`src/rtl/pgn_pkg.sv`:
```
// Shared constants, types and helper functions of the 2-D gradient noise block.
package pgn_pkg;

    localparam int TABLE_SIZE = 256;
    localparam int FRAC_BITS  = 12;
    localparam int IDX_W      = $clog2(TABLE_SIZE);
    localparam int ONE_FIX    = 1 << FRAC_BITS;
    localparam int HALF_FIX   = 1 << (FRAC_BITS - 1);
    localparam int COORD_W    = 20;
    localparam int NOISE_W    = 16;
    localparam int SEED_W     = 32;
    localparam int RND_W      = 24;
    localparam int ADDR_W     = 3;
    localparam int U_W        = FRAC_BITS + 1;
    localparam int GRAD_W     = FRAC_BITS + 3;
    localparam int DIFF_W     = FRAC_BITS + 6;
    localparam int PROD_W     = DIFF_W + U_W + 1;

    localparam logic CMD_REBUILD = 1'b0;
    localparam logic CMD_NOISE   = 1'b1;
    localparam logic REG_SEED    = 1'b0;

    typedef enum logic [4:0] {
        ST_IDLE, ST_RB_INIT, ST_RB_RNG, ST_RB_MUL, ST_RB_RDI, ST_RB_RDJ, ST_RB_WRI,
        ST_RB_WRJ, ST_RB_FIN, ST_N_RA, ST_N_RB, ST_N_R00, ST_N_R01, ST_N_R10,
        ST_N_R11, ST_N_H11, ST_N_M0, ST_N_A0M1, ST_N_A1, ST_N_M2, ST_N_FIN
    } state_t;

    typedef enum logic [2:0] {
        RD_I, RD_J, RD_XI, RD_XN, RD_A_YI, RD_A_YN, RD_B_YI, RD_B_YN
    } rd_src_t;

    typedef enum logic [1:0] { WR_NONE, WR_I, WR_J } wr_sel_t;

    typedef enum logic [2:0] {
        CAP_NONE, CAP_PI, CAP_A, CAP_B, CAP_H00, CAP_H01, CAP_H10, CAP_H11
    } cap_sel_t;

    typedef enum logic [1:0] { MUL_U0, MUL_U1, MUL_V } mul_sel_t;

    typedef enum logic [1:0] { ADD_NONE, ADD_L0, ADD_L1 } add_sel_t;

    typedef struct packed {
        logic     load_in;
        logic     rb_init;
        logic     rng_step;
        logic     calc_j;
        logic     i_dec;
        logic     rd_en;
        rd_src_t  rd_src;
        wr_sel_t  wr_sel;
        cap_sel_t cap_sel;
        logic     mul_en;
        mul_sel_t mul_sel;
        add_sel_t add_sel;
        logic     res_noise;
        logic     res_rebuild;
    } ctrl_cmd_t;

    typedef struct packed {
        logic i_last;
    } dp_status_t;

    function automatic logic [SEED_W-1:0] xs_next(input logic [SEED_W-1:0] s);
        logic [SEED_W-1:0] t;
        t = s ^ (s << 13);
        t = t ^ (t >> 17);
        t = t ^ (t << 5);
        return t;
    endfunction

    function automatic logic signed [GRAD_W-1:0] grad(
        input logic [1:0]               h,
        input logic signed [GRAD_W-1:0] dx,
        input logic signed [GRAD_W-1:0] dy
    );
        logic signed [GRAD_W-1:0] g;
        case (h)
            2'd0:    g = dx + dy;
            2'd1:    g = dy - dx;
            2'd2:    g = dx - dy;
            default: g = -dx - dy;
        endcase
        return g;
    endfunction

endpackage

```
`src/rtl/pgn_ctrl.sv`:
```
// Controller state machine: sequences rebuild and noise items, owns output valid.
module pgn_ctrl (
    input  logic                clk,
    input  logic                rst_n,
    input  logic                in_valid,
    output logic                in_ready,
    input  logic                cmd,
    output logic                out_valid,
    input  logic                out_ready,
    output pgn_pkg::ctrl_cmd_t  ctl,
    input  pgn_pkg::dp_status_t status
);
    import pgn_pkg::*;

    state_t state_reg, state_next;
    logic   out_valid_reg, out_valid_next;
    logic   out_free;

    assign out_free = !out_valid_reg || out_ready;

    always_ff @(posedge clk or negedge rst_n)
    begin
        if (!rst_n)
        begin
            state_reg     <= ST_IDLE;
            out_valid_reg <= 1'b0;
        end
        else
        begin
            state_reg     <= state_next;
            out_valid_reg <= out_valid_next;
        end
    end

    always_comb
    begin
        state_next = state_reg;
        ctl        = '0;
        in_ready   = 1'b0;
        case (state_reg)
            ST_IDLE:
            begin
                in_ready = 1'b1;
                if (in_valid)
                begin
                    ctl.load_in = 1'b1;
                    state_next  = (cmd == CMD_NOISE) ? ST_N_RA : ST_RB_INIT;
                end
            end
            ST_RB_INIT:
            begin
                ctl.rb_init = 1'b1;
                state_next  = ST_RB_RNG;
            end
            ST_RB_RNG:
            begin
                ctl.rng_step = 1'b1;
                state_next   = ST_RB_MUL;
            end
            ST_RB_MUL:
            begin
                ctl.calc_j = 1'b1;
                state_next = ST_RB_RDI;
            end
            ST_RB_RDI:
            begin
                ctl.rd_en  = 1'b1;
                ctl.rd_src = RD_I;
                state_next = ST_RB_RDJ;
            end
            ST_RB_RDJ:
            begin
                ctl.rd_en   = 1'b1;
                ctl.rd_src  = RD_J;
                ctl.cap_sel = CAP_PI;
                state_next  = ST_RB_WRI;
            end
            ST_RB_WRI:
            begin
                ctl.wr_sel = WR_I;
                state_next = ST_RB_WRJ;
            end
            ST_RB_WRJ:
            begin
                ctl.wr_sel   = WR_J;
                ctl.rng_step = 1'b1;
                ctl.i_dec    = 1'b1;
                state_next   = status.i_last ? ST_RB_FIN : ST_RB_MUL;
            end
            ST_RB_FIN:
            begin
                if (out_free)
                begin
                    ctl.res_rebuild = 1'b1;
                    state_next      = ST_IDLE;
                end
            end
            ST_N_RA:
            begin
                ctl.rd_en  = 1'b1;
                ctl.rd_src = RD_XI;
                state_next = ST_N_RB;
            end
            ST_N_RB:
            begin
                ctl.rd_en   = 1'b1;
                ctl.rd_src  = RD_XN;
                ctl.cap_sel = CAP_A;
                state_next  = ST_N_R00;
            end
            ST_N_R00:
            begin
                ctl.rd_en   = 1'b1;
                ctl.rd_src  = RD_A_YI;
                ctl.cap_sel = CAP_B;
                state_next  = ST_N_R01;
            end
            ST_N_R01:
            begin
                ctl.rd_en   = 1'b1;
                ctl.rd_src  = RD_A_YN;
                ctl.cap_sel = CAP_H00;
                state_next  = ST_N_R10;
            end
            ST_N_R10:
            begin
                ctl.rd_en   = 1'b1;
                ctl.rd_src  = RD_B_YI;
                ctl.cap_sel = CAP_H01;
                state_next  = ST_N_R11;
            end
            ST_N_R11:
            begin
                ctl.rd_en   = 1'b1;
                ctl.rd_src  = RD_B_YN;
                ctl.cap_sel = CAP_H10;
                state_next  = ST_N_H11;
            end
            ST_N_H11:
            begin
                ctl.cap_sel = CAP_H11;
                state_next  = ST_N_M0;
            end
            ST_N_M0:
            begin
                ctl.mul_en  = 1'b1;
                ctl.mul_sel = MUL_U0;
                state_next  = ST_N_A0M1;
            end
            ST_N_A0M1:
            begin
                ctl.add_sel = ADD_L0;
                ctl.mul_en  = 1'b1;
                ctl.mul_sel = MUL_U1;
                state_next  = ST_N_A1;
            end
            ST_N_A1:
            begin
                ctl.add_sel = ADD_L1;
                state_next  = ST_N_M2;
            end
            ST_N_M2:
            begin
                ctl.mul_en  = 1'b1;
                ctl.mul_sel = MUL_V;
                state_next  = ST_N_FIN;
            end
            ST_N_FIN:
            begin
                if (out_free)
                begin
                    ctl.res_noise = 1'b1;
                    state_next    = ST_IDLE;
                end
            end
            default:
            begin
                state_next = ST_IDLE;
            end
        endcase
        out_valid_next = (ctl.res_noise || ctl.res_rebuild) ? 1'b1
                       : (out_ready ? 1'b0 : out_valid_reg);
    end

    assign out_valid = out_valid_reg;

    a_busy_after_accept: assert property (@(posedge clk) disable iff (!rst_n)
        (in_valid && in_ready) |=> !in_ready)
        else $error("input taken while an item is in flight");

    a_result_from_work: assert property (@(posedge clk) disable iff (!rst_n)
        $rose(out_valid_reg) |-> ($past(state_reg) == ST_RB_FIN || $past(state_reg) == ST_N_FIN))
        else $error("result appeared outside a finishing state");

    a_shuffle_ends: assert property (@(posedge clk) disable iff (!rst_n)
        (state_reg == ST_RB_WRJ && status.i_last) |=> (state_reg == ST_RB_FIN))
        else $error("shuffle loop did not end at the last entry");

    a_no_overwrite: assert property (@(posedge clk) disable iff (!rst_n)
        (ctl.res_noise || ctl.res_rebuild) |-> out_free)
        else $error("result written over one not yet taken");

endmodule

```
`config.mk`:
```
export PLATFORM = sky130hd
export DESIGN_NAME = pgn_ctrl
export DESIGN_NICKNAME = d
export VERILOG_FILES = /design/src/rtl/pgn_pkg.sv /design/src/rtl/pgn_ctrl.sv
export SDC_FILE = /design/constraint.sdc
export NUM_CORES = 1
export LEC_CHECK = 0
export ABC_AREA = 1
export BUFFER_PORTS_ARGS = -buffer_cell sky130_fd_sc_hd__buf_2
export CORE_ASPECT_RATIO = 1.2
export CORE_MARGIN = 1.5
export CORE_UTILIZATION = 30
export DETAILED_ROUTE_END_ITERATION = 8
export PLACE_DENSITY = 0.54
export SKIP_CTS_REPAIR_TIMING = 1
export SLEW_MARGIN = 0
export SYNTH_ARGS = -nofsm -noshare
export SYNTH_HDL_FRONTEND = slang
export SYNTH_SLANG_ARGS = --single-unit
```
`constraint.sdc`:
```
create_clock -name clk -period 3.1 [get_ports clk]
set_input_delay 0.31 -clock clk [delete_from_list [all_inputs] [get_ports clk]]
set_output_delay 0.31 -clock clk [all_outputs]
set_load 0.05 [all_outputs]
```
==> run_results.csv <==
group,metric,value,unit
clock_tree,cts_made_buffers,3,
synth,synth_area_leaders,"dfrtp_1 25%, nand3_1 16%, nor2_1 16%, nand2_1 13%, inv_1 7.5%",
synth,synth_area,597,µm²
timing,rsz0062_at_grt,"no",
grt,grt.overflow.total,0,
die,start_util,32.3,%
finish,layoutNonFillerInstCount,153,
clock_tree,cts_htree_levels,1,
finish,fill_cells,224,
timing,tns,0,ps
grt,grt_max_degree,11,
die,chipHeight,51.9,µm
place,gp_congestion,0.858,
clock_tree,root_buffer,"clkbuf_4",
timing,setup_viol,0,
synth,synth-seq-cells,6,
setup_path,cp-end-kind,"primary output",
timing,hold_violations,0,
finish,syn_to_final_growth,30.8,%
finish,final_layout_size_suffix_gt1_share,32.1,%
setup_path,reg2reg_from,"state_reg[4]$_DFFE_PN0P_",
place,dp_hpwl,1440,µm
timing,slew_violations,0,
clock_tree,cts.sinks,6,
grt,antenna_found_initial,0,
hold_path,hold_path_end,"state_reg[3]$_DFFE_PN0P_",
finish,antenna_cells,0,
synth,syn-num-nets,110,
place,portBuffers,28,
die,pin_count,29,
place,place_inst,149,
setup_path,cp.required,2790,ps
grt,grt_pass1_vias,621,
finish,largest_reg_flops,5,
synth,yosysTopAreaCell,"dfrtp_1",
synth,ys.flop_type,"dfrtp_1",
hold_path,hp-start,"in_valid",
clock_tree,clk_pin_slew,50,ps
timing,fmax,506,MHz
synth,syn_inst,104,
setup_path,worstSetupPathType,"reg2out",
timing,min_period,1980,ps
outcome,status,"complete, no violations",
routing,vias,746,
setup_path,r2r_slack,1710,ps
routing,post_drt_wl_per_cell,11.3,µm
setup_path,start_kind,"register",
synth,synth_edf_count,0,
place,placement.cell_area,748,µm²
routing,drcViolationCount,0,
die,fp.dieW,43.7,µm
setup_path,r2r-end,"state_reg[1]$_DFFE_PN0P_",
routing,drt_first_pass_iters,4,
finish,nets,142,
die,die_area,2270,µm²
hold_path,hp-class,"in2reg",
setup_path,cp_data_arrival_time,1670,ps
setup_path,path_max_fanout,5,
grt,grt_usage,16.5,%
clock_tree,clock_path_buffers,2,
synth,synth_common_cells,"25 x nor2_1, 20 x nand2_1, 19 x nand3_1",
routing,antenna_left,0,
timing,skew,2.74,ps
timing,max_slew.worst_pin.slew,353,ps
synth,synth_area_per_cell,5.74,µm²
timing,relSlewSlack,76.4,%
routing,drt_iter0_drc,11,
clock_tree,clock_latency,240,ps
synth,synth_seq_area_share,25.2,%
die,core_area,1850,µm²
run,maxCapViolations,0,
synth,synthArstFlopShare,100,%
setup_path,r2r_cells,7,
synth,synth_top_area_share,25.2,%
routing,finalWirelength,1740,µm
grt,grt_pass1_wl,2800,µm
die,rows,17,
synth,synth_most_common_cell,"nor2_1",
clock_tree,cts_tree,"built",
routing,viasPerCell,4.88,
finish,fin_area,781,µm²
hold_path,holdPathStages,4,
synth,yosysWarnings,0,
timing,period_share,63.8,%
synth,synth_cell_types,18,
[per-layer routing]
metal	vias to the layer above	global-route usage [%]	wire length, µm
met4	0	1.52	0
met3	0	5.21	133
met2	32	27.5	829
li1	393	-	-
met5	-	0	0
met1	321	21.3	772
[layout make-up]
type	instances	area [µm²]	area share, %
Clock buffer	3	22.5	2.88
Multi-Input combinational cell	81	378	48.4
Timing Repair Buffer	29	150	19.2
Inverter	15	56.3	7.21
Tap cell	19	23.8	3.04
Sequential cell	6	150	19.2
[worst max-delay path by stage]
stage | start | end | depth (start not counted)
2_1_floorplan | state_reg[0]$_DFFE_PN0P_ | ctl[7] | 4
3_3_place_gp | state_reg[0]$_DFFE_PN0P_ | ctl[7] | 5
4_1_cts | state_reg[0]$_DFFE_PN0P_ | ctl[7] | 5
5_1_grt | state_reg[0]$_DFFE_PN0P_ | ctl[7] | 5
6_report | state_reg[0]$_DFFE_PN0P_ | ctl[7] | 5
3_5_place_dp | state_reg[0]$_DFFE_PN0P_ | ctl[7] | 5
[cells by family after synthesis]
kind of cell,share of synthesized area (%)
buffers and inverters,11.5
AOI/OAI and AO/OA,7.13
DFF,25.2
and+or+nand+nor,56.2
[per-stage QoR]
step | worst slack (ps) | hold WS [ps] | utilization [%]
3_3_place_gp | 1370 | 136 | 40.4
6_report | 1120 | 374 | 42.2
2_1_floorplan | 830 | 14.4 | -
4_1_cts | 1110 | -122 | 41.6
3_5_place_dp | 1390 | 139 | 40.4
5_1_grt | 967 | 392 | 42.2
[critical path, stage by stage, from the launching register on]
cell	delay [ps]
dfrtp_1	450
inv_1	90
nor2_1	190
inv_1	140
o32ai_1	240
buf_2	310
[cell usage in the layout, fill, tap and decap left out, types with 2 or more instances in the layout]
cell,instances
buf_2,28
nor2_1,25
nand2_1,20
nand3_1,19
inv_1,12
dfrtp_1,6
inv_2,3
nor2_2,3
o21ai_0,3
clkbuf_4,3
nand2_2,2
a21oi_1,2
nand4_1,2
Power is not shown: default switching activity piles up to over one toggle a cycle in this logic, so the estimate is an artifact.
